[config.mk]
export PLATFORM = sky130hd
export DESIGN_NAME = tga_rle_dp
export DESIGN_NICKNAME = d
export VERILOG_FILES = /design/src/rtl/tga_rle_pkg.sv /design/src/rtl/tga_rle_ram.sv /design/src/rtl/tga_rle_dp.sv
export VERILOG_INCLUDE_DIRS = /design/src /design/src/rtl
export SDC_FILE = /design/constraint.sdc
export NUM_CORES = 2
export LEC_CHECK = 0
export BUFFER_PORTS_ARGS = -buffer_cell sky130_fd_sc_hd__buf_2
export CORE_MARGIN = 5
export CORE_UTILIZATION = 35
export CTS_CLUSTER_SIZE = 8
export DETAILED_ROUTE_END_ITERATION = 8
export PLACE_DENSITY_LB_ADDON = 0.3
export SETUP_SLACK_MARGIN = 0.1
export SLEW_MARGIN = 20
export SYNTH_ARGS = -nofsm -noshare
export SYNTH_HDL_FRONTEND = slang
export SYNTH_SLANG_ARGS = --single-unit
[constraint.sdc]
create_clock -name aclk -period 4.8 [get_ports aclk]
set_input_delay 0.72 -clock aclk [delete_from_list [all_inputs] [get_ports aclk]]
set_output_delay 0.72 -clock aclk [all_outputs]
set_load 0.005 [all_outputs]
[src/rtl/tga_rle_pixel_encoder_assert.svh]
// Assertion macros shared by the run-length encoder modules.
`ifndef TGA_RLE_PIXEL_ENCODER_ASSERT_SVH
`define TGA_RLE_PIXEL_ENCODER_ASSERT_SVH

// Check a property on every clock edge outside reset.
`define TGA_RLE_ASSERT(label, prop, msg) \
    label: assert property (@(posedge aclk) disable iff (!aresetn) (prop)) else $error(msg);

// Check that a condition is followed by another in the next cycle.
`define TGA_RLE_ASSERT_NEXT(label, ante, cons, msg) \
    `TGA_RLE_ASSERT(label, (ante) |=> (cons), msg)

`endif

[src/rtl/tga_rle_pkg.sv]
// Shared constants, types and helpers of the run-length pixel encoder.
package tga_rle_pkg;

    localparam int PIX_W       = 32;
    localparam int BPP_W       = 3;
    localparam logic [BPP_W-1:0] BPP_RESET = 3'd4;
    localparam int HDR_W       = 8;
    localparam int SIZE_W      = 3;
    localparam int GROUP_N     = 4;
    localparam int GRP_SEL_W   = $clog2(GROUP_N);
    localparam int RUN_BIAS    = 127;

    // Packet buffer geometry: pixels are spread over GROUP_N banks.
    localparam int MAX_PACKET  = 128;
    localparam int CNT_W       = $clog2(MAX_PACKET + 1);
    localparam int ROWS        = (MAX_PACKET + GROUP_N - 1) / GROUP_N;
    localparam int ROW_W       = (ROWS > 1) ? $clog2(ROWS) : 1;
    localparam int IDX_W       = ROW_W + GRP_SEL_W;
    localparam int REM_W       = (CNT_W > SIZE_W) ? CNT_W : SIZE_W;

    // Open packet kinds.
    localparam int MODE_W = 2;
    localparam logic [MODE_W-1:0] MODE_NONE = 2'd0;
    localparam logic [MODE_W-1:0] MODE_ONE  = 2'd1;
    localparam logic [MODE_W-1:0] MODE_RAW  = 2'd2;
    localparam logic [MODE_W-1:0] MODE_RUN  = 2'd3;

    // Result transfer layout.
    localparam int OUT_FIELDS_W = HDR_W + GROUP_N * PIX_W + SIZE_W + 2;
    localparam int OUT_TDATA_W  = ((OUT_FIELDS_W + 7) / 8) * 8;
    localparam int OUT_PAD_W    = OUT_TDATA_W - OUT_FIELDS_W;

    typedef logic [GROUP_N-1:0][PIX_W-1:0] pix_group_t;

    // Commands from the controller to the datapath.
    typedef struct packed {
        logic                 accept;
        logic                 px_we;
        logic [IDX_W-1:0]     px_idx;
        logic                 rd_en;
        logic [ROW_W-1:0]     rd_row;
        logic                 out_load;
        logic                 out_hdr;
        logic [HDR_W-1:0]     out_byte;
        logic                 out_run;
        logic [SIZE_W-1:0]    out_size;
        logic                 out_pend;
        logic                 out_burst;
        logic                 out_img;
    } dp_cmd_t;

    // Status from the datapath to the controller.
    typedef struct packed {
        logic eq;
        logic out_free;
    } dp_stat_t;

    // Byte mask for a pixel width; zero acts as one byte, above four as four.
    function automatic logic [PIX_W-1:0] pixel_mask(input logic [BPP_W-1:0] bpp);
        logic [PIX_W-1:0] m;
        case (bpp) inside
            3'd0, 3'd1: m = 32'h0000_00FF;
            3'd2:       m = 32'h0000_FFFF;
            3'd3:       m = 32'h00FF_FFFF;
            default:    m = 32'hFFFF_FFFF;
        endcase
        return m;
    endfunction

endpackage

[src/rtl/tga_rle_ram.sv]
// Generic single-write, single-read RAM with registered read data.
module tga_rle_ram #(
    parameter int WIDTH = 32,
    parameter int DEPTH = 32
) (
    input  logic                                            aclk,
    input  logic                                            we,
    input  logic [((DEPTH > 1) ? $clog2(DEPTH) : 1)-1:0]    waddr,
    input  logic [WIDTH-1:0]                                wdata,
    input  logic                                            re,
    input  logic [((DEPTH > 1) ? $clog2(DEPTH) : 1)-1:0]    raddr,
    output logic [WIDTH-1:0]                                rdata
);

    logic [WIDTH-1:0] mem_reg [DEPTH];
    logic [WIDTH-1:0] rd_data_reg;

    // Write port.
    always_ff @(posedge aclk) begin
        if (we) begin
            mem_reg[waddr] <= wdata;
        end
    end

    // Read port, data held until the next read.
    always_ff @(posedge aclk) begin
        if (re) begin
            rd_data_reg <= mem_reg[raddr];
        end
    end

    assign rdata = rd_data_reg;

endmodule

[src/rtl/tga_rle_dp.sv]
// Datapath: width register, pixel compare, banked packet buffer and result register.
`include "tga_rle_pixel_encoder_assert.svh"

module tga_rle_dp (
    input  logic                                  aclk,
    input  logic                                  aresetn,
    input  logic                                  cfg_valid,
    output logic                                  cfg_ready,
    input  logic [tga_rle_pkg::BPP_W-1:0]         cfg_data,
    input  logic [tga_rle_pkg::PIX_W-1:0]         s_tdata,
    input  tga_rle_pkg::dp_cmd_t                  cmd,
    output tga_rle_pkg::dp_stat_t                 stat,
    output logic                                  m_tvalid,
    input  logic                                  m_tready,
    output logic [tga_rle_pkg::OUT_TDATA_W-1:0]   m_tdata,
    output logic                                  m_tuser,
    output logic                                  m_tlast
);
    import tga_rle_pkg::*;

    logic [BPP_W-1:0]  bpp_reg;
    logic [PIX_W-1:0]  prev_reg;
    logic [PIX_W-1:0]  run_val_reg;
    logic [PIX_W-1:0]  mask;
    logic [PIX_W-1:0]  pix_masked;
    pix_group_t        bank_rd;
    pix_group_t        pix_sel;

    logic              m_tvalid_reg;
    logic              hdr_reg;
    logic [HDR_W-1:0]  byte_reg;
    pix_group_t        pix_reg;
    logic [SIZE_W-1:0] size_reg;
    logic              pend_reg;
    logic              burst_reg;
    logic              img_reg;

    // Width register, always ready for a transfer.
    assign cfg_ready = 1'b1;
    always_ff @(posedge aclk) begin
        if (!aresetn) begin
            bpp_reg <= BPP_RESET;
        end else if (cfg_valid) begin
            bpp_reg <= cfg_data;
        end
    end

    // Mask the incoming pixel and compare it to the last pixel of the packet.
    assign mask       = pixel_mask(bpp_reg);
    assign pix_masked = s_tdata & mask;
    assign stat.eq    = pix_masked == (prev_reg & mask);

    // Last stored pixel and the value a closing run carries.
    always_ff @(posedge aclk) begin
        if (!aresetn) begin
            prev_reg <= '0;
        end else if (cmd.px_we) begin
            prev_reg <= pix_masked;
        end
    end

    always_ff @(posedge aclk) begin
        if (cmd.accept) begin
            run_val_reg <= prev_reg;
        end
    end

    // Packet buffer: pixel i lives in bank i mod GROUP_N, so one read fetches a group.
    for (genvar gi = 0; gi < GROUP_N; gi++) begin : g_bank
        tga_rle_ram #(
            .WIDTH (PIX_W),
            .DEPTH (ROWS)
        ) u_ram (
            .aclk  (aclk),
            .we    (cmd.px_we && (cmd.px_idx[GRP_SEL_W-1:0] == GRP_SEL_W'(gi))),
            .waddr (cmd.px_idx[IDX_W-1:GRP_SEL_W]),
            .wdata (pix_masked),
            .re    (cmd.rd_en),
            .raddr (cmd.rd_row),
            .rdata (bank_rd[gi])
        );
    end

    // Select the pixels of the next result; unused slots are zero.
    always_comb begin
        for (int i = 0; i < GROUP_N; i++) begin
            if (cmd.out_hdr) begin
                pix_sel[i] = '0;
            end else if (cmd.out_run) begin
                pix_sel[i] = (i == 0) ? run_val_reg : '0;
            end else begin
                pix_sel[i] = (SIZE_W'(i) < cmd.out_size) ? bank_rd[i] : '0;
            end
        end
    end

    assign stat.out_free = !m_tvalid_reg || m_tready;

    // Result register: load on command, drop once the transfer completes.
    always_ff @(posedge aclk) begin
        if (!aresetn) begin
            m_tvalid_reg <= 1'b0;
        end else if (cmd.out_load) begin
            m_tvalid_reg <= 1'b1;
        end else if (m_tready) begin
            m_tvalid_reg <= 1'b0;
        end
    end

    always_ff @(posedge aclk) begin
        if (cmd.out_load) begin
            hdr_reg   <= cmd.out_hdr;
            byte_reg  <= cmd.out_byte;
            pix_reg   <= pix_sel;
            size_reg  <= cmd.out_size;
            pend_reg  <= cmd.out_pend;
            burst_reg <= cmd.out_burst;
            img_reg   <= cmd.out_img;
        end
    end

    assign m_tvalid = m_tvalid_reg;
    assign m_tuser  = hdr_reg;
    assign m_tlast  = img_reg;
    assign m_tdata  = {{OUT_PAD_W{1'b0}}, burst_reg, pend_reg, size_reg,
                       pix_reg[3], pix_reg[2], pix_reg[1], pix_reg[0], byte_reg};

    `TGA_RLE_ASSERT(a_group_size, !m_tvalid_reg || hdr_reg || (size_reg != '0 && size_reg <= SIZE_W'(GROUP_N)), "pixel group with bad size")
    `TGA_RLE_ASSERT(a_header_shape, !m_tvalid_reg || !hdr_reg || (size_reg == '0 && !pend_reg), "header carries pixels or ends packet")
    `TGA_RLE_ASSERT(a_last_flags, !m_tvalid_reg || ((!burst_reg || pend_reg) && (!img_reg || burst_reg)), "burst or image end off a packet end")

endmodule

# Word level (Yosys, flattened, before mapping)
# Memory sizes are Yosys's and may differ from the RTL's. A register that Yosys moved wholly into a read port is not among the register bits.
# Index checks and enable logic that the tools add are counted.
[word_totals]
regBits = 211
mem_bits_rw = 4096
input_bits = 71
output_inout_bits = 150
word_cells = 62
n_memories = 4
[op_classes]
n_lt_le_gt_ge = 4
eq_ne = 7
muxes = 15
n_bitwise = 5
n_reduce_logical = 13
[memory_table]
columns = ["memory", "depth", "word_bits", "rd", "rd_clocked_by_memory_dff", "wr", "line", "rtl"]
rows = [
  ["g_bank[0].u_ram.mem_reg", 32, 32, 1, 1, 1, "tga_rle_ram.sv:15", "logic [WIDTH-1:0] mem_reg [DEPTH];"],
  ["g_bank[1].u_ram.mem_reg", 32, 32, 1, 1, 1, "tga_rle_ram.sv:15", ""],
  ["g_bank[2].u_ram.mem_reg", 32, 32, 1, 1, 1, "tga_rle_ram.sv:15", ""],
  ["g_bank[3].u_ram.mem_reg", 32, 32, 1, 1, 1, "tga_rle_ram.sv:15", ""],
]
[op_table]
columns = ["operator", "count"]
rows = [
  ["2-to-1 mux 32 bit", 5],
  ["AND 32 bit", 2],
  ["== test 32 bit", 1],
  ["2-to-1 mux 1 bit", 10],
  ["OR reduction 3 bit", 3],
  ["== test 3 x 2 -> 1 bit, second input constant", 2],
  ["less-than comparator 1 x 3 -> 1 bit, first input constant", 2],
  ["less-than comparator 2 x 3 -> 1 bit, first input constant", 2],
  ["== test 2 bit, second input constant", 2],
  ["logical AND 1 bit", 4],
  ["== test 3 x 1 -> 1 bit, second input constant", 1],
  ["zero test 3 bit", 1],
  ["inverter 1 bit", 3],
  ["== test 2 x 1 -> 1 bit, second input constant", 1],
  ["zero test 2 bit", 1],
  ["nonzero test 2 bit", 1],
  ["OR reduction 2 bit", 1],
  ["zero test 1 bit", 1],
  ["logical OR 1 bit", 1],
]

# Longest topological paths before layout
[logic_depth]
word_depth = 6
ltp_mapped = 9
depth_no_buf = 5

# By module
# From an unflattened synthesis, not the netlist that was laid out.
[hier_totals]
hier_cells = 9621
area_unflattened_um2 = 171564.5
[by_module_without_submodules]
columns = ["module", "instances", "cells_each", "area_each_um2", "seq_area_each_um2"]
rows = [
  ["tga_rle_ram", 4, 2260, 40805.4, 31710.4],
  ["tga_rle_dp", 1, 581, 8343.0, 5975.7],
]

# Least setup slack after synthesis
# Ideal clock, no wire load.
[synth_timing]
path_type = "in2reg"
startpoint = "in s_tdata[10] (netlist bit)"
endpoint = "mem g_bank[0].u_ram.mem_reg[0][10], data pin"
arrival_time_ps = 3863
path_slack_ps = 104
path_stages = 1
cell_sequence = "nor2b_1"
[synth_between]
elab_chain_len = 1
[synth_lines]
columns = ["element", "line", "rtl"]
rows = [
  ["start: declaration", "tga_rle_dp.sv:10", "input logic [tga_rle_pkg::PIX_W-1:0] s_tdata,"],
  ["AND 32 bit", "tga_rle_dp.sv:50", "assign pix_masked = s_tdata & mask;"],
  ["end: declaration", "tga_rle_ram.sv:15", ""],
]
# Every way passes these cells.

==> key figures <==
Synthesis
  • Asr flop ratio synth: 0
  • Post-Syn Area: 0.1693 mm2
  • Synth top area share: 0.7801
  • Distinct cells, synth: 35
  • Yosys warnings: 0
  • #FFs+latches synth: 4435
  • Sequential share of the synthesized area: 0.7844
  • Synth area leader: edfxtp_1
  • Count leader, synth: edfxtp_1
  • Largest cells by area after synthesis: edfxtp_1, mux4_2, mux2_2
  • Syn avg cell area: 22.46 um2
  • Post-synth EDFFs: 4399
  • Synth top cells by count: edfxtp_1, mux4_2, nor2_1, mux2i_1, mux2_2
  • Cells after synthesis: 7539
  • Ys flop type: edfxtp_1

Clock network
  • CTS tree: built
  • Hold_buf cts: 21
  • Clock Path Buffers: 4
  • CTS Root Cell: clkbuf_16
  • Clock transition at the registers of the reported paths: 50 ps
  • Post_cts resized: 0
  • Setup bufs post-CTS: 0
  • Sink Count: 4435
  • Worst-Skew Late Latency: 1040 ps
  • Max H-tree Level: 6
  • TritonCTS Buffers: 626

Timing
  • Fmax: 234.2 MHz
  • RSZ-0062 raised after global routing: false
  • Tcrit/Tclk final: 0.8895
  • Period minus WS final: 4269 ps
  • Setup violations, final: 0
  • Setup TNS Final: 0 ps
  • Hold WS: 76.53 ps
  • Clock Skews: 42.85 ps
  • Final Worst Setup Slack: 530.5 ps
  • Final Hold Fails: 0
  • Pins Over Slew Limit: 0
  • Rel. slew slack: 0.2504
  • Slew @ Worst Pin: 1113 ps

Pwr
  • Worst vdd ir: 0.0003912 V
  • Sw Share: 0.2125
  • Power Density: 436.9 mW/mm2
  • Internal power: 0.06844 W
  • Switching Power: 0.01847 W
  • Comb pwr share: 0.049
  • Static leakage: 63.21 nW
  • Flop pwr share: 0.499
  • Clock network power share: 0.452

Route
  • Vias per inst: 5.443
  • Antenna Nets Post-Route: 0
  • Residual DRC: 0
  • Vias post-DR: 81329
  • Routed WL per cell: 30.86 um
  • WL final: 461100 um
  • DR pass1 iterations: 6
  • 1st-iter DRT viols: 8843

Floorplanning
  • Initial Util: 0.3512
  • Core area: 0.4821 mm2
  • Io pins: 221
  • DIE AREA: 0.4978 mm2
  • Die height: 705.5 um
  • FP Rows: 255
  • Horiz. Die Dim: 705.5 um

Placed design
  • Port Buffers: 216
  • Setup WS pre-CTS: 813.6 ps
  • Final Wtd Congestion: 0.7605
  • Hpwl dp: 262500 um

Setup path
  • Reg2reg setup slack: 1550 ps
  • Kind of end point of the critical path: output port
  • Crit-path max FO: 3
  • Setup CP Type: reg2out
  • Data required, critical path: 4080 ps
  • CP Launch Type: flop
  • CP arrival: 3550 ps

Final layout
  • Layout cells sized above 1: 0.3225
  • Final nets: 8452
  • Largest register FFs: 4096
  • Syn-to-layout area delta: 17.47%

GRT
  • Initial antenna violation count: 34
  • GRT Residual Overflow: 0
  • Gr usage total: 0.1814
  • Number of global-route vias before repair: 85022
  • First-pass GRT wire length: 651500 um
  • Largest net degree at the start of global routing: 130

Hold path
  • Hold crit path type: in2reg

Status
  • Status: finished, final reports clean

Run
  • Max_cap viols: 0
==> critical path, cell delays in order (launching register included) <==
cell	delay [ps]
dfxtp_1	540
xnor2_1	170
nand4_1	610
nor4_1	480
a21oi_1	100
nor4_2	350
buf_4	160
buf_2	110
==> layout by cell type (no fill, tap or decap), drive strengths merged <==
| cell type | count |
|---|---|
| bufinv | 1 |
| clkinv | 16 |
| a21boi | 15 |
| nor2b | 38 |
| inv | 29 |
| a22oi | 32 |
| xor2 | 8 |
| clkinvlp | 1 |
| mux4 | 1024 |
| conb | 4 |
| mux2 | 256 |
| xnor2 | 24 |
| nand2b | 15 |
| buf | 612 |
| nor2 | 293 |
| dfxtp | 36 |
| and3b | 2 |
| and2 | 107 |
| a21oi | 131 |
| clkbuf | 701 |
| nand3 | 1 |
| nor3b | 4 |
| nand4 | 6 |
| nand3b | 2 |
| and3 | 1 |
| a211oi | 128 |
| nor3 | 3 |
| o211ai | 1 |
| mux2i | 274 |
| dlygate4sd3 | 21 |
| o21ai | 129 |
| diode | 20 |
| edfxtp | 4399 |
| nand2 | 176 |
| or3b | 1 |
| nor4 | 4 |
| o21a | 3 |
==> stage by stage <==
step | total power [W] | instance area [um2] | cells | util
after floorplan | 0.04644 | 169300 | 7541 | -
after global placement | 0.04833 | 181600 | 14154 | 0.3767
after global routing | 0.08961 | 198900 | 14924 | 0.4125
after detailed placement | 0.04842 | 181700 | 14157 | 0.3768
after CTS | 0.08773 | 198800 | 14923 | 0.4125
final | 0.08691 | 198900 | 14943 | 0.4126
==> final timing paths <==
check	from	to	cells after the start
worst max-delay path	prev_reg[31]	stat[1]	7
worst min-delay path	cfg_valid	bpp_reg[1]	3
worst max register to register	bpp_reg[1]	g_bank[2].u_ram.mem_reg[2][22]	3
worst min register to register	prev_reg[22]	run_val_reg[22]	0
==> area by class of cell <==
cell class	count	area, um2
antenna	20	50.05
clock inverter	45	714.4
fill	41459	283200
timing repair buffer	634	5303
clock buffer	700	16270
sequential	4435	132800
inverter	2	7.507
multi-input combinational	2682	35700
tap	6425	8039
==> power by group through the flow <==
stage	clock network [W]	logic (W)	registers (W)
after floorplan	0	0.00235	0.0441
after global placement	0	0.00422	0.0441
after detailed placement	0	0.00431	0.0441
after CTS	0.0400	0.00433	0.0434
after global routing	0.0417	0.00454	0.0434
final	0.0393	0.00426	0.0434
==> logic make-up (layout without fill, tap and decap cells) <==
kind of cell	count (synthesis)	in the layout	share of synthesized area
flip-flops	4435	4435	0.7844
multiplexers	1554	1554	0.1694
AND/OR/NAND/NOR	653	653	0.01725
AO/OA/AOI/OAI	439	439	0.01562
buffers and inverters	424	1381	0.01160
XOR/XNOR	32	32	0.001655
other	2	24	0.00004435
==> layer usage <==
layer	vias up	global-route usage	wire, um
met5	-	0	76
met4	14	0.04195	10450
met3	652	0.03312	34770
met2	3435	0.3011	225600
met1	44267	0.2492	190200
li1	32961	-	-
No activity file was read; power rests on OpenSTA's default activity.
