$ cat src/rtl/tga_rle_pixel_encoder_assert.svh
// Assertion macros shared by the run-length encoder modules.
`ifndef TGA_RLE_PIXEL_ENCODER_ASSERT_SVH
`define TGA_RLE_PIXEL_ENCODER_ASSERT_SVH

// Check a property on every clock edge outside reset.
`define TGA_RLE_ASSERT(label, prop, msg) \
    label: assert property (@(posedge aclk) disable iff (!aresetn) (prop)) else $error(msg);

// Check that a condition is followed by another in the next cycle.
`define TGA_RLE_ASSERT_NEXT(label, ante, cons, msg) \
    `TGA_RLE_ASSERT(label, (ante) |=> (cons), msg)

`endif

$ cat src/rtl/tga_rle_pkg.sv
// Shared constants, types and helpers of the run-length pixel encoder.
package tga_rle_pkg;

    localparam int PIX_W       = 32;
    localparam int BPP_W       = 3;
    localparam logic [BPP_W-1:0] BPP_RESET = 3'd4;
    localparam int HDR_W       = 8;
    localparam int SIZE_W      = 3;
    localparam int GROUP_N     = 4;
    localparam int GRP_SEL_W   = $clog2(GROUP_N);
    localparam int RUN_BIAS    = 127;

    // Packet buffer geometry: pixels are spread over GROUP_N banks.
    localparam int MAX_PACKET  = 128;
    localparam int CNT_W       = $clog2(MAX_PACKET + 1);
    localparam int ROWS        = (MAX_PACKET + GROUP_N - 1) / GROUP_N;
    localparam int ROW_W       = (ROWS > 1) ? $clog2(ROWS) : 1;
    localparam int IDX_W       = ROW_W + GRP_SEL_W;
    localparam int REM_W       = (CNT_W > SIZE_W) ? CNT_W : SIZE_W;

    // Open packet kinds.
    localparam int MODE_W = 2;
    localparam logic [MODE_W-1:0] MODE_NONE = 2'd0;
    localparam logic [MODE_W-1:0] MODE_ONE  = 2'd1;
    localparam logic [MODE_W-1:0] MODE_RAW  = 2'd2;
    localparam logic [MODE_W-1:0] MODE_RUN  = 2'd3;

    // Result transfer layout.
    localparam int OUT_FIELDS_W = HDR_W + GROUP_N * PIX_W + SIZE_W + 2;
    localparam int OUT_TDATA_W  = ((OUT_FIELDS_W + 7) / 8) * 8;
    localparam int OUT_PAD_W    = OUT_TDATA_W - OUT_FIELDS_W;

    typedef logic [GROUP_N-1:0][PIX_W-1:0] pix_group_t;

    // Commands from the controller to the datapath.
    typedef struct packed {
        logic                 accept;
        logic                 px_we;
        logic [IDX_W-1:0]     px_idx;
        logic                 rd_en;
        logic [ROW_W-1:0]     rd_row;
        logic                 out_load;
        logic                 out_hdr;
        logic [HDR_W-1:0]     out_byte;
        logic                 out_run;
        logic [SIZE_W-1:0]    out_size;
        logic                 out_pend;
        logic                 out_burst;
        logic                 out_img;
    } dp_cmd_t;

    // Status from the datapath to the controller.
    typedef struct packed {
        logic eq;
        logic out_free;
    } dp_stat_t;

    // Byte mask for a pixel width; zero acts as one byte, above four as four.
    function automatic logic [PIX_W-1:0] pixel_mask(input logic [BPP_W-1:0] bpp);
        logic [PIX_W-1:0] m;
        case (bpp) inside
            3'd0, 3'd1: m = 32'h0000_00FF;
            3'd2:       m = 32'h0000_FFFF;
            3'd3:       m = 32'h00FF_FFFF;
            default:    m = 32'hFFFF_FFFF;
        endcase
        return m;
    endfunction

endpackage

$ cat src/rtl/tga_rle_ctrl.sv
// Packet controller: tracks the open packet and sequences header and group transfers.
`include "tga_rle_pixel_encoder_assert.svh"

module tga_rle_ctrl (
    input  logic                   aclk,
    input  logic                   aresetn,
    input  logic                   s_tvalid,
    output logic                   s_tready,
    input  logic                   s_tlast,
    input  tga_rle_pkg::dp_stat_t  stat,
    output tga_rle_pkg::dp_cmd_t   cmd
);
    import tga_rle_pkg::*;

    localparam int ST_W = 3;
    localparam logic [ST_W-1:0] ST_IDLE  = 3'd0;
    localparam logic [ST_W-1:0] ST_HDR   = 3'd1;
    localparam logic [ST_W-1:0] ST_RUNPX = 3'd2;
    localparam logic [ST_W-1:0] ST_READ  = 3'd3;
    localparam logic [ST_W-1:0] ST_GRP   = 3'd4;

    logic [ST_W-1:0]   state_reg,     state_next;
    logic [MODE_W-1:0] mode_reg,      mode_next;
    logic [CNT_W-1:0]  count_reg,     count_next;
    logic              cur_run_reg,   cur_run_next;
    logic [CNT_W-1:0]  cur_cnt_reg,   cur_cnt_next;
    logic              nxt_valid_reg, nxt_valid_next;
    logic              nxt_run_reg,   nxt_run_next;
    logic [CNT_W-1:0]  nxt_cnt_reg,   nxt_cnt_next;
    logic              eoi_reg,       eoi_next;
    logic [ROW_W-1:0]  grp_reg,       grp_next;

    // Per-pixel decision
    logic [MODE_W-1:0] acc_mode;
    logic [CNT_W-1:0]  acc_cnt;
    logic              c1_v;
    logic              c1_run;
    logic [CNT_W-1:0]  c1_cnt;
    logic              px_we;
    logic [IDX_W-1:0]  px_idx;
    logic              close_pkt;

    // Group bookkeeping
    logic [REM_W-1:0]  grp_rem;
    logic              grp_last;
    logic [SIZE_W-1:0] grp_size;
    logic [HDR_W-1:0]  hdr_byte;

    // Decide what the offered pixel does to the open packet.
    always_comb begin
        acc_mode = mode_reg;
        acc_cnt  = count_reg;
        c1_v     = 1'b0;
        c1_run   = 1'b0;
        c1_cnt   = count_reg;
        px_we    = 1'b0;
        px_idx   = '0;
        case (mode_reg)
            MODE_ONE: begin
                acc_cnt = CNT_W'(2);
                if (stat.eq) begin
                    acc_mode = MODE_RUN;
                end else begin
                    acc_mode = MODE_RAW;
                    px_we    = 1'b1;
                    px_idx   = IDX_W'(1);
                end
            end
            MODE_RAW: begin
                if (stat.eq) begin
                    // close raw without its last pixel, which starts a run of two
                    c1_v     = 1'b1;
                    c1_cnt   = count_reg - CNT_W'(1);
                    acc_mode = MODE_RUN;
                    acc_cnt  = CNT_W'(2);
                end else begin
                    px_we   = 1'b1;
                    px_idx  = IDX_W'(count_reg);
                    acc_cnt = count_reg + CNT_W'(1);
                end
            end
            MODE_RUN: begin
                if (stat.eq) begin
                    acc_cnt = count_reg + CNT_W'(1);
                end else begin
                    c1_v     = 1'b1;
                    c1_run   = 1'b1;
                    acc_mode = MODE_ONE;
                    acc_cnt  = CNT_W'(1);
                    px_we    = 1'b1;
                end
            end
            default: begin
                acc_mode = MODE_ONE;
                acc_cnt  = CNT_W'(1);
                px_we    = 1'b1;
            end
        endcase
        close_pkt = (acc_cnt >= CNT_W'(MAX_PACKET)) || s_tlast;
    end

    // Group size and header byte of the packet being sent.
    assign grp_rem  = REM_W'(cur_cnt_reg) - REM_W'({grp_reg, {GRP_SEL_W{1'b0}}});
    assign grp_last = grp_rem <= REM_W'(GROUP_N);
    assign grp_size = grp_last ? SIZE_W'(grp_rem) : SIZE_W'(GROUP_N);
    assign hdr_byte = cur_run_reg ? HDR_W'(HDR_W'(cur_cnt_reg) + HDR_W'(RUN_BIAS))
                                  : HDR_W'(cur_cnt_reg - CNT_W'(1));

    assign s_tready = (state_reg == ST_IDLE);

    // Sequencer
    always_comb begin
        state_next     = state_reg;
        mode_next      = mode_reg;
        count_next     = count_reg;
        cur_run_next   = cur_run_reg;
        cur_cnt_next   = cur_cnt_reg;
        nxt_valid_next = nxt_valid_reg;
        nxt_run_next   = nxt_run_reg;
        nxt_cnt_next   = nxt_cnt_reg;
        eoi_next       = eoi_reg;
        grp_next       = grp_reg;
        cmd            = '0;
        unique case (state_reg)
            ST_IDLE: begin
                if (s_tvalid) begin
                    cmd.accept = 1'b1;
                    cmd.px_we  = px_we;
                    cmd.px_idx = px_idx;
                    mode_next  = close_pkt ? MODE_NONE : acc_mode;
                    count_next = close_pkt ? '0 : acc_cnt;
                    eoi_next   = s_tlast;
                    // first packet to send, and a second one when two close
                    cur_run_next   = c1_v ? c1_run : (acc_mode == MODE_RUN);
                    cur_cnt_next   = c1_v ? c1_cnt : acc_cnt;
                    nxt_valid_next = c1_v && close_pkt;
                    nxt_run_next   = (acc_mode == MODE_RUN);
                    nxt_cnt_next   = acc_cnt;
                    if (c1_v || close_pkt) begin
                        state_next = ST_HDR;
                    end
                end
            end
            ST_HDR: begin
                if (stat.out_free) begin
                    cmd.out_load = 1'b1;
                    cmd.out_hdr  = 1'b1;
                    cmd.out_byte = hdr_byte;
                    grp_next     = '0;
                    state_next   = cur_run_reg ? ST_RUNPX : ST_READ;
                end
            end
            ST_RUNPX: begin
                if (stat.out_free) begin
                    cmd.out_load  = 1'b1;
                    cmd.out_run   = 1'b1;
                    cmd.out_size  = SIZE_W'(1);
                    cmd.out_pend  = 1'b1;
                    cmd.out_burst = !nxt_valid_reg;
                    cmd.out_img   = !nxt_valid_reg && eoi_reg;
                    if (nxt_valid_reg) begin
                        cur_run_next   = nxt_run_reg;
                        cur_cnt_next   = nxt_cnt_reg;
                        nxt_valid_next = 1'b0;
                        state_next     = ST_HDR;
                    end else begin
                        state_next = ST_IDLE;
                    end
                end
            end
            ST_READ: begin
                cmd.rd_en  = 1'b1;
                cmd.rd_row = grp_reg;
                state_next = ST_GRP;
            end
            ST_GRP: begin
                if (stat.out_free) begin
                    cmd.out_load  = 1'b1;
                    cmd.out_size  = grp_size;
                    cmd.out_pend  = grp_last;
                    cmd.out_burst = grp_last && !nxt_valid_reg;
                    cmd.out_img   = grp_last && !nxt_valid_reg && eoi_reg;
                    if (!grp_last) begin
                        grp_next   = grp_reg + ROW_W'(1);
                        state_next = ST_READ;
                    end else if (nxt_valid_reg) begin
                        cur_run_next   = nxt_run_reg;
                        cur_cnt_next   = nxt_cnt_reg;
                        nxt_valid_next = 1'b0;
                        state_next     = ST_HDR;
                    end else begin
                        state_next = ST_IDLE;
                    end
                end
            end
            default: begin
                state_next = ST_IDLE;
            end
        endcase
    end

    // Control state
    always_ff @(posedge aclk) begin
        if (!aresetn) begin
            state_reg     <= ST_IDLE;
            mode_reg      <= MODE_NONE;
            count_reg     <= '0;
            nxt_valid_reg <= 1'b0;
        end else begin
            state_reg     <= state_next;
            mode_reg      <= mode_next;
            count_reg     <= count_next;
            nxt_valid_reg <= nxt_valid_next;
        end
    end

    // Packet plan
    always_ff @(posedge aclk) begin
        cur_run_reg <= cur_run_next;
        cur_cnt_reg <= cur_cnt_next;
        nxt_run_reg <= nxt_run_next;
        nxt_cnt_reg <= nxt_cnt_next;
        eoi_reg     <= eoi_next;
        grp_reg     <= grp_next;
    end

    `TGA_RLE_ASSERT(a_none_iff_empty, (mode_reg == MODE_NONE) == (count_reg == '0), "open packet and pixel count disagree")
    `TGA_RLE_ASSERT(a_run_count_range, (mode_reg != MODE_RUN) || (count_reg >= CNT_W'(2) && count_reg < CNT_W'(MAX_PACKET)), "run packet count out of range")
    `TGA_RLE_ASSERT_NEXT(a_read_then_group, state_reg == ST_READ, state_reg == ST_GRP, "bank read not followed by group transfer")

endmodule

$ cat config.mk
export PLATFORM = sky130hd
export DESIGN_NAME = tga_rle_ctrl
export DESIGN_NICKNAME = d
export VERILOG_FILES = /design/src/rtl/tga_rle_pkg.sv /design/src/rtl/tga_rle_ctrl.sv
export VERILOG_INCLUDE_DIRS = /design/src /design/src/rtl
export SDC_FILE = /design/constraint.sdc
export NUM_CORES = 1
export LEC_CHECK = 0
export BUFFER_PORTS_ARGS = -buffer_cell sky130_fd_sc_hd__buf_2
export CAP_MARGIN = 10
export CORE_UTILIZATION = 40
export DETAILED_ROUTE_END_ITERATION = 7
export GPL_ROUTABILITY_DRIVEN = 1
export MAX_ROUTING_LAYER = met4
export SLEW_MARGIN = 15
export SYNTH_ARGS = -nofsm -noshare
export SYNTH_HDL_FRONTEND = slang
export SYNTH_SLANG_ARGS = --single-unit
$ cat constraint.sdc
create_clock -name aclk -period 8.3 [get_ports aclk]
set_input_delay 0.415 -clock aclk [delete_from_list [all_inputs] [get_ports aclk]]
set_output_delay 0.415 -clock aclk [all_outputs]
set_load 0.05 [all_outputs]
Word level (Yosys, flattened, before mapping)
Cells that the tools add are included.

cells by class
  divide/modulo/power cells = 0
  $mul = 0
  bitwise logic cells = 0
  reduce and logical (&&, ||, !) cells = 16
  add/sub/neg operators = 6
  equality and inequality tests = 15
  magnitude comparators = 2
  shift-type cells = 0
  mux-type cells = 64

operator list
  cell                                                             number
  2-to-1 mux 8 bit                                                 12
  one-hot mux 8 bit (3 select lines)                               2
  2-to-1 mux 9 bit                                                 3
  2-to-1 mux 3 bit                                                 7
  2-to-1 mux 1 bit                                                 20
  subtractor 8 x 1 -> 8 bit (second input constant)                2
  2-to-1 mux 5 bit                                                 3
  one-hot mux 3 bit (5 select lines)                               1
  2-to-1 mux 7 bit                                                 2
  one-hot mux 7 bit (2 select lines)                               1
  2-to-1 mux 6 bit                                                 2
  != test 2 bit (second input constant)                            6
  one-hot mux 6 bit (2 select lines)                               1
  2-to-1 mux 10 bit                                                1
  one-hot mux 5 bit (2 select lines)                               1
  AND reduction 5 bit                                              2
  adder 8 x 1 -> 8 bit (second input constant)                     1
  adder 8 x 7 -> 8 bit (second input constant)                     1
  >= comparator 8 bit (second input constant)                      1
  less-or-equal comparator 8 x 3 -> 1 bit (second input constant)  1
  subtractor 8 x 7 -> 8 bit                                        1
  == test 2 bit (second input constant)                            3
  == test 3 x 2 -> 1 bit (second input constant)                   2
  2-to-1 mux 2 bit                                                 3
  other kinds (18)                                                 24

word-level totals
  output and inout port bits = 33
  latch bits = 0
  RAM bits = 0
  memories kept = 0
  logic and storage cells = 113
  memory bits (read-only) = 0
  input port bits = 6
  bits in registers = 38

Logic depth before layout (Yosys ltp)
Gate-level depths: netlist of run 1.

  depth after elaboration = 9
  gate-level depth with buffers = 9
  mapped depth without buffers = 9

Least setup slack after synthesis of run 1
OpenSTA, ideal clock, no wires.

  path kind = register to output
  from = reg state_reg[2]
  to = out cmd[24] (netlist bit)
  data required time = 7.885 ns
  path buffers = 1
  cell stages (with the launch flop) = 7
  arrival = 3.507 ns
  path slack = 4.378 ns
  cells stage by stage = dfxtp_1 buf_2 nor3_1 nand2_1 inv_1 nand2_1 nor4_1

RTL lines
  element                 line                 text
  from (decl)             tga_rle_ctrl.sv:22   logic [ST_W-1:0] state_reg, state_next;
  from (signal assigned)  tga_rle_ctrl.sv:210  state_reg <= state_next;
  to (decl)               tga_rle_ctrl.sv:11   output tga_rle_pkg::dp_cmd_t cmd

==> flow_metrics.env, run 1 <==
export IMPL_grt_pass1_wl_um=10800
export IMPL_drt_iter0_drc=130
export IMPL_n_antenna_cell=0
export IMPL_crit_slowest_cell="inv_1"
export IMPL_crit_fanout=22
export IMPL_worstPathRequired_ns=7.89
export IMPL_routed_via_count=2417
export IMPL_num_rows=30
export IMPL_cts_root_buf="clkbuf_8"
export IMPL_cts_buffer_depth=2
export IMPL_routabilityCongestion=0.871
export IMPL_worst_path_buf_inv=2
export IMPL_initial_core_util_pct=41.6
export IMPL_synth_top_area_share_pct=25.5
export IMPL_final_cell_mix="buf_2, nor2_1, nand2_1"
export IMPL_cts_repair_resized=0
export IMPL_tightestPinTransition_ns=0.967
export IMPL_area_growth_pct=13.1
export IMPL_cts_hold_buf=0
export IMPL_antenna_found_initial=0
export IMPL_finalWirelength_um=6670
export IMPL_worstHoldStart="s_tlast"
export IMPL_clk_pin_slew_ns=0.08
export IMPL_synthSimpleGateAreaFrac_pct=23.2
export IMPL_coreArea_um2=6790
export IMPL_p_switching_w=0.000190
export IMPL_slew_violations=0
export IMPL_path_class="reg -> out"
export IMPL_synth_edf_count=24
export IMPL_synth_xor_area_share_pct=6.46
export IMPL_grt_max_degree=23
export IMPL_netlist_instances=334
export IMPL_avgViaCountPerCell=5.25
export IMPL_drc=0
export IMPL_synthArstFlopShare_pct=0
export IMPL_cts_htree_levels=2
export IMPL_clock_sinks=38
export IMPL_r2r_end="cur_run_reg"
export IMPL_setup_tns_ns=0
export IMPL_synth_top_family_by_area="simple AND/OR/NAND/NOR gates"
export IMPL_muxShareOfSynthArea_pct=4.16
export IMPL_drv_cap=0
export IMPL_synthTopCellsByArea="edfxtp_1, dfxtp_1, ha_1"
export IMPL_overflow=0
export IMPL_numCtsBuffers=5
export IMPL_r2r_start="cur_cnt_reg[2]"
export IMPL_rsz0062_at_grt="false"
export IMPL_wl_per_cell_um=14.5
export IMPL_min_period_ns=3.59
export IMPL_port_buffers=38
export IMPL_setup_viol=0
export IMPL_die_h_um=86.1
export IMPL_fill_cells=687
export IMPL_hpwl_um=5080
export IMPL_synth_flop_cell="edfxtp_1"
export IMPL_p_sw_share_pct=32.7
export IMPL_clock_power_share_pct=32.2
export IMPL_io_pins=39
export IMPL_layout_commonest_cell="buf_2"
export IMPL_multiInputGateArea_um2=1660
export IMPL_die_area_um2=7410
export IMPL_hp_class="in -> reg"
export IMPL_finalPower_w=0.000582
export IMPL_status="complete, no violations"
export IMPL_p_leak_nw=1.30
export IMPL_comb_power_share_pct=26.1
export IMPL_synth_cell_types=61
export IMPL_cpPeakStageDelay_ns=0.70
export IMPL_regArea_um2=1000
export IMPL_cp_end_kind="primary output"
export IMPL_power_frac_seq_pct=41.8
export IMPL_syn_avg_cell_area_um2=8.46
export IMPL_cts_setup_buffers=0
export IMPL_whs_endpoint="eoi_reg"
export IMPL_whs_path_depth=1
export IMPL_start_kind="flop"
export IMPL_p_int_w=0.000392
export IMPL_clkLatencyLatePin_ns=0.30
export IMPL_grt_usage_pct=19.4
export IMPL_dr_pass1_iters=4
export IMPL_yosys_warnings=0
export IMPL_cts_tree="yes"
export IMPL_rr_worst_depth=9
export IMPL_slew_headroom_pct=35.5
export IMPL_fin_skew_ns=0.00794
export IMPL_synth_compound_area_share_pct=16.9
export IMPL_antenna_left=0
export IMPL_drive_above_1_share_pct=17.0
export IMPL_final_util_pct=47.0
export IMPL_synth_area_leader_cell="edfxtp_1"
export IMPL_synth_fa_ha_area_share_pct=7.79
export IMPL_finalNetCount=386
export IMPL_synth_seq_cells=38
export IMPL_hold_viol=0
export IMPL_ff2ff_setup_slack_ns=5.21
export IMPL_peakVddDrop_uv=82.6
export IMPL_synth_fp_nets=357
export IMPL_crit_chain="nor3_1, nand2_1, inv_1, nand2_1, nor3_1, and2_2, buf_2"
export IMPL_crit_family="simple AND/OR/NAND/NOR gates"
export IMPL_first_global_vias=2199
export IMPL_p_per_area_nw_per_um2=182
export IMPL_syn_area_um2=2830
export IMPL_fp_dieW_um=86.1
export IMPL_max_freq_mhz=278
export IMPL_post_route_period_util_pct=43.3
export IMPL_ys_seq_area_share_pct=35.4
export IMPL_crit_arrival_ns=3.18
-- area by class of cell --
cell class,count,area share (%)
Sequential cell,38,31.3
Multi-Input combinational cell,255,51.9
Clock buffer,5,2.15
Inverter,25,2.94
Clock inverter,3,2.00
Timing Repair Buffer,38,5.95
Tap cell,96,3.76
-- worst max-delay path by stage --
stage,from,end,depth (start not counted)
global route,state_reg[1],cmd[26],7
global placement,cur_cnt_reg[2],cmd[0],10
finish,state_reg[1],cmd[26],7
CTS,state_reg[1],cmd[26],7
floorplan,state_reg[2],cmd[24],6
detailed placement,state_reg[1],cmd[26],7
-- per-layer routing --
metal | global-route usage, % | share of wire, % | vias up
met4 | 5.15 | 0.99 | 0
li1 | - | - | 1245
met5 | - | 0 | -
met2 | 31.9 | 47 | 66
met3 | 2.89 | 4.5 | 7
met1 | 25.1 | 47 | 1099
-- logic make-up (layout without fill, tap and decap cells) --
family | Yosys count | count (layout)
adders and majority gates | 17 | 17
AOI/OAI and AO/OA | 76 | 76
xor gates and xnor gates | 20 | 20
and+or+nand+nor | 131 | 131
muxes | 11 | 11
DFF | 38 | 38
buffers and inverters | 41 | 71
-- power by group through the flow --
stage	Combinational (W)	Clock (W)	Sequential, W
final	0.000152	0.000187	0.000243
after global routing	0.000168	0.000198	0.000246
after CTS	0.000152	0.000191	0.000243
after detailed placement	0.000152	0	0.000248
after global placement	0.000150	0	0.000247
after floorplan	0.000125	0	0.000238
-- per-stage QoR --
step	std cells	instance area, µm²	worst slack (ns)	hold slack [ns]
after detailed placement	452	3060	5.03	0.518
after floorplan	334	2830	4.38	0.474
after CTS	460	3200	4.69	0.342
after global placement	452	3060	5.18	0.514
final	460	3200	4.71	0.350
after global routing	460	3200	4.44	0.341
-- Yosys cell counts, types with 2 or more instances --
library cell / instances
or4_1: 2
nor3_1: 13
a21o_1: 2
nor2_1: 33
a21oi_1: 27
o21ai_0: 20
inv_1: 25
a31o_2: 2
xnor2_1: 8
nand2_1: 31
or3_1: 5
nor3b_1: 3
dfxtp_1: 14
and2_1: 10
buf_4: 2
edfxtp_1: 24
mux2i_1: 8
o21ai_1: 2
mux2_2: 2
o22ai_1: 2
and3_1: 2
buf_2: 4
nor4_1: 3
ha_1: 16
clkbuf_1: 8
o31ai_1: 2
xor2_1: 11
nand3_1: 18
a31oi_1: 2
a311oi_1: 2
(Power assumes the default switching activity.)
==> run 2, diff against run 1 <==
clock period = 3.33 ns   (was 8.3 ns; I/O delays follow)
==> flow_metrics.env, run 2 (synthesized netlist as in run 1, its figures left out) <==
export IMPL_p_leak_nw=1.31
export IMPL_clk_pin_slew_ns=0.08
export IMPL_setup_viol=0
export IMPL_clock_sinks=38
export IMPL_p_per_area_nw_per_um2=431
export IMPL_postLayoutCellArea_um2=3220
export IMPL_crit_fanout=5
export IMPL_cts_tree="yes"
export IMPL_num_rows=30
export IMPL_first_global_vias=2135
export IMPL_wl_per_cell_um=13.9
export IMPL_cp_end_kind="primary output"
export IMPL_drt_iter0_drc=159
export IMPL_post_route_period_util_pct=95.7
export IMPL_antenna_left=0
export IMPL_die_area_um2=7410
export IMPL_overflow=0
export IMPL_setup_tns_ns=0
export IMPL_coreArea_um2=6790
export IMPL_cts_root_buf="clkbuf_8"
export IMPL_start_kind="flop"
export IMPL_drv_cap=0
export IMPL_crit_arrival_ns=3.02
export IMPL_finalNetCount=391
export IMPL_drive_above_1_share_pct=18.7
export IMPL_grt_usage_pct=19.0
export IMPL_clkLatencyLatePin_ns=0.29
export IMPL_die_h_um=86.1
export IMPL_min_period_ns=3.19
export IMPL_finalWirelength_um=6450
export IMPL_port_buffers=38
export IMPL_cts_htree_levels=2
export IMPL_dr_pass1_iters=4
export IMPL_peakVddDrop_uv=180
export IMPL_fill_cells=658
export IMPL_hpwl_um=4970
export IMPL_grt_max_degree=22
export IMPL_fp_dieW_um=86.1
export IMPL_area_growth_pct=14.0
export IMPL_io_pins=39
export IMPL_final_cell_mix="buf_2, nor2_1, nand2_1"
export IMPL_routed_via_count=2402
export IMPL_hold_viol=0
export IMPL_path_class="reg -> out"
export IMPL_slew_violations=0
export IMPL_n_antenna_cell=0
export IMPL_avgViaCountPerCell=5.17
export IMPL_layout_commonest_cell="buf_2"
export IMPL_placed_area_um2=3100
export IMPL_status="complete, no violations"
export IMPL_worstPathRequired_ns=3.16
export IMPL_hp_class="in -> reg"
export IMPL_routabilityCongestion=0.886
export IMPL_fin_skew_ns=0.00656
export IMPL_drc=0
export IMPL_antenna_found_initial=0
export IMPL_slew_headroom_pct=31.7
export IMPL_grt_pass1_wl_um=10600
export IMPL_max_freq_mhz=314
export IMPL_cts_buffer_depth=2
export IMPL_tightestPinTransition_ns=1.02
export IMPL_numCtsBuffers=5
export IMPL_cts_hold_buf=0
export IMPL_initial_core_util_pct=41.6
==> run 2: cell count changes in the layout (fill, tap and decap cells not counted) <==
| cell | delta |
|---|---|
| clkinvlp_4 | +2 |
| a211oi_2 | +1 |
| nor4_1 | -1 |
| clkinv_1 | -1 |
| buf_4 | +6 |
| a211oi_1 | -1 |
| a311oi_1 | +1 |
| nor4_2 | +1 |
| a311oi_2 | -1 |
| buf_2 | -1 |
| bufinv_16 | -1 |
==> run 2: worst paths after layout <==
check                                 endpoint  slack (ns)  cells after the start            from
worst min-delay path                   eoi_reg        0.09                      1         s_tlast
worst max-delay path                    cmd[0]        0.14                     10  cur_cnt_reg[2]
worst min register to register   nxt_valid_reg        0.54                      2   nxt_valid_reg
worst max register to register  cur_cnt_reg[1]        0.62                     10  cur_cnt_reg[2]
==> run 2: stage by stage <==
| stage | hold slack, ns | worst slack [ns] | total power [W] | instances | util (%) |
|---|---|---|---|---|---|
| final | 0.0942 | 0.143 | 0.00139 | 465 | 47.4 |
| after CTS | 0.0865 | 0.0656 | 0.00140 | 464 | 47.3 |
| after detailed placement | 0.399 | 0.397 | 0.00100 | 456 | 45.6 |
| after global placement | 0.391 | 0.463 | 0.00100 | 456 | 45.6 |
| after global routing | 0.0781 | -0.0251 | 0.00147 | 465 | 47.4 |
| after floorplan | 0.265 | 0.0354 | 0.000906 | 334 | - |
==> run 2: worst max-delay path: stages, from the launching register on <==
cell and delay [ns]:
edfxtp_1 0.44, inv_1 0.10, ha_1 0.16, inv_1 0.05, fa_1 0.41, xor2_1 0.16
or4b_4 0.55, nor2_4 0.12, nand2_2 0.10, a2111oi_2 0.39, buf_4 0.26
==> run 2: cell type report <==
type                            count  area (µm²)  share of cell area, %
Multi-Input combinational cell    255        1660                   51.6
Sequential cell                    38        1000                   31.1
Timing Repair Buffer               43         230                   7.15
Tap cell                           96         120                   3.73
Inverter                           25        93.8                   2.91
Clock buffer                        5        68.8                   2.14
Clock inverter                      3        45.0                   1.40
==> run 2: where the power goes <==
group          total, W  leakage, nW  internal (W)  switching (W)
clock network  0.000393       0.0504      0.000223       0.000170
registers      0.000603        0.347      0.000555      0.0000481
logic          0.000393        0.908      0.000136       0.000257
total           0.00139         1.31      0.000913       0.000475
==> run 2: timing repair <==
action	in CTS	in global routing
buffers inserted	0	1
resized for setup	0	2
setup endpoints to repair	0	1
==> run 2: metal layers <==
metal / GRT usage [%] / wire [µm]
met2: 29.9 / 2950
met4: 5.45 / 68
met5: - / 0
met3: 3.37 / 299
met1: 25.0 / 3130
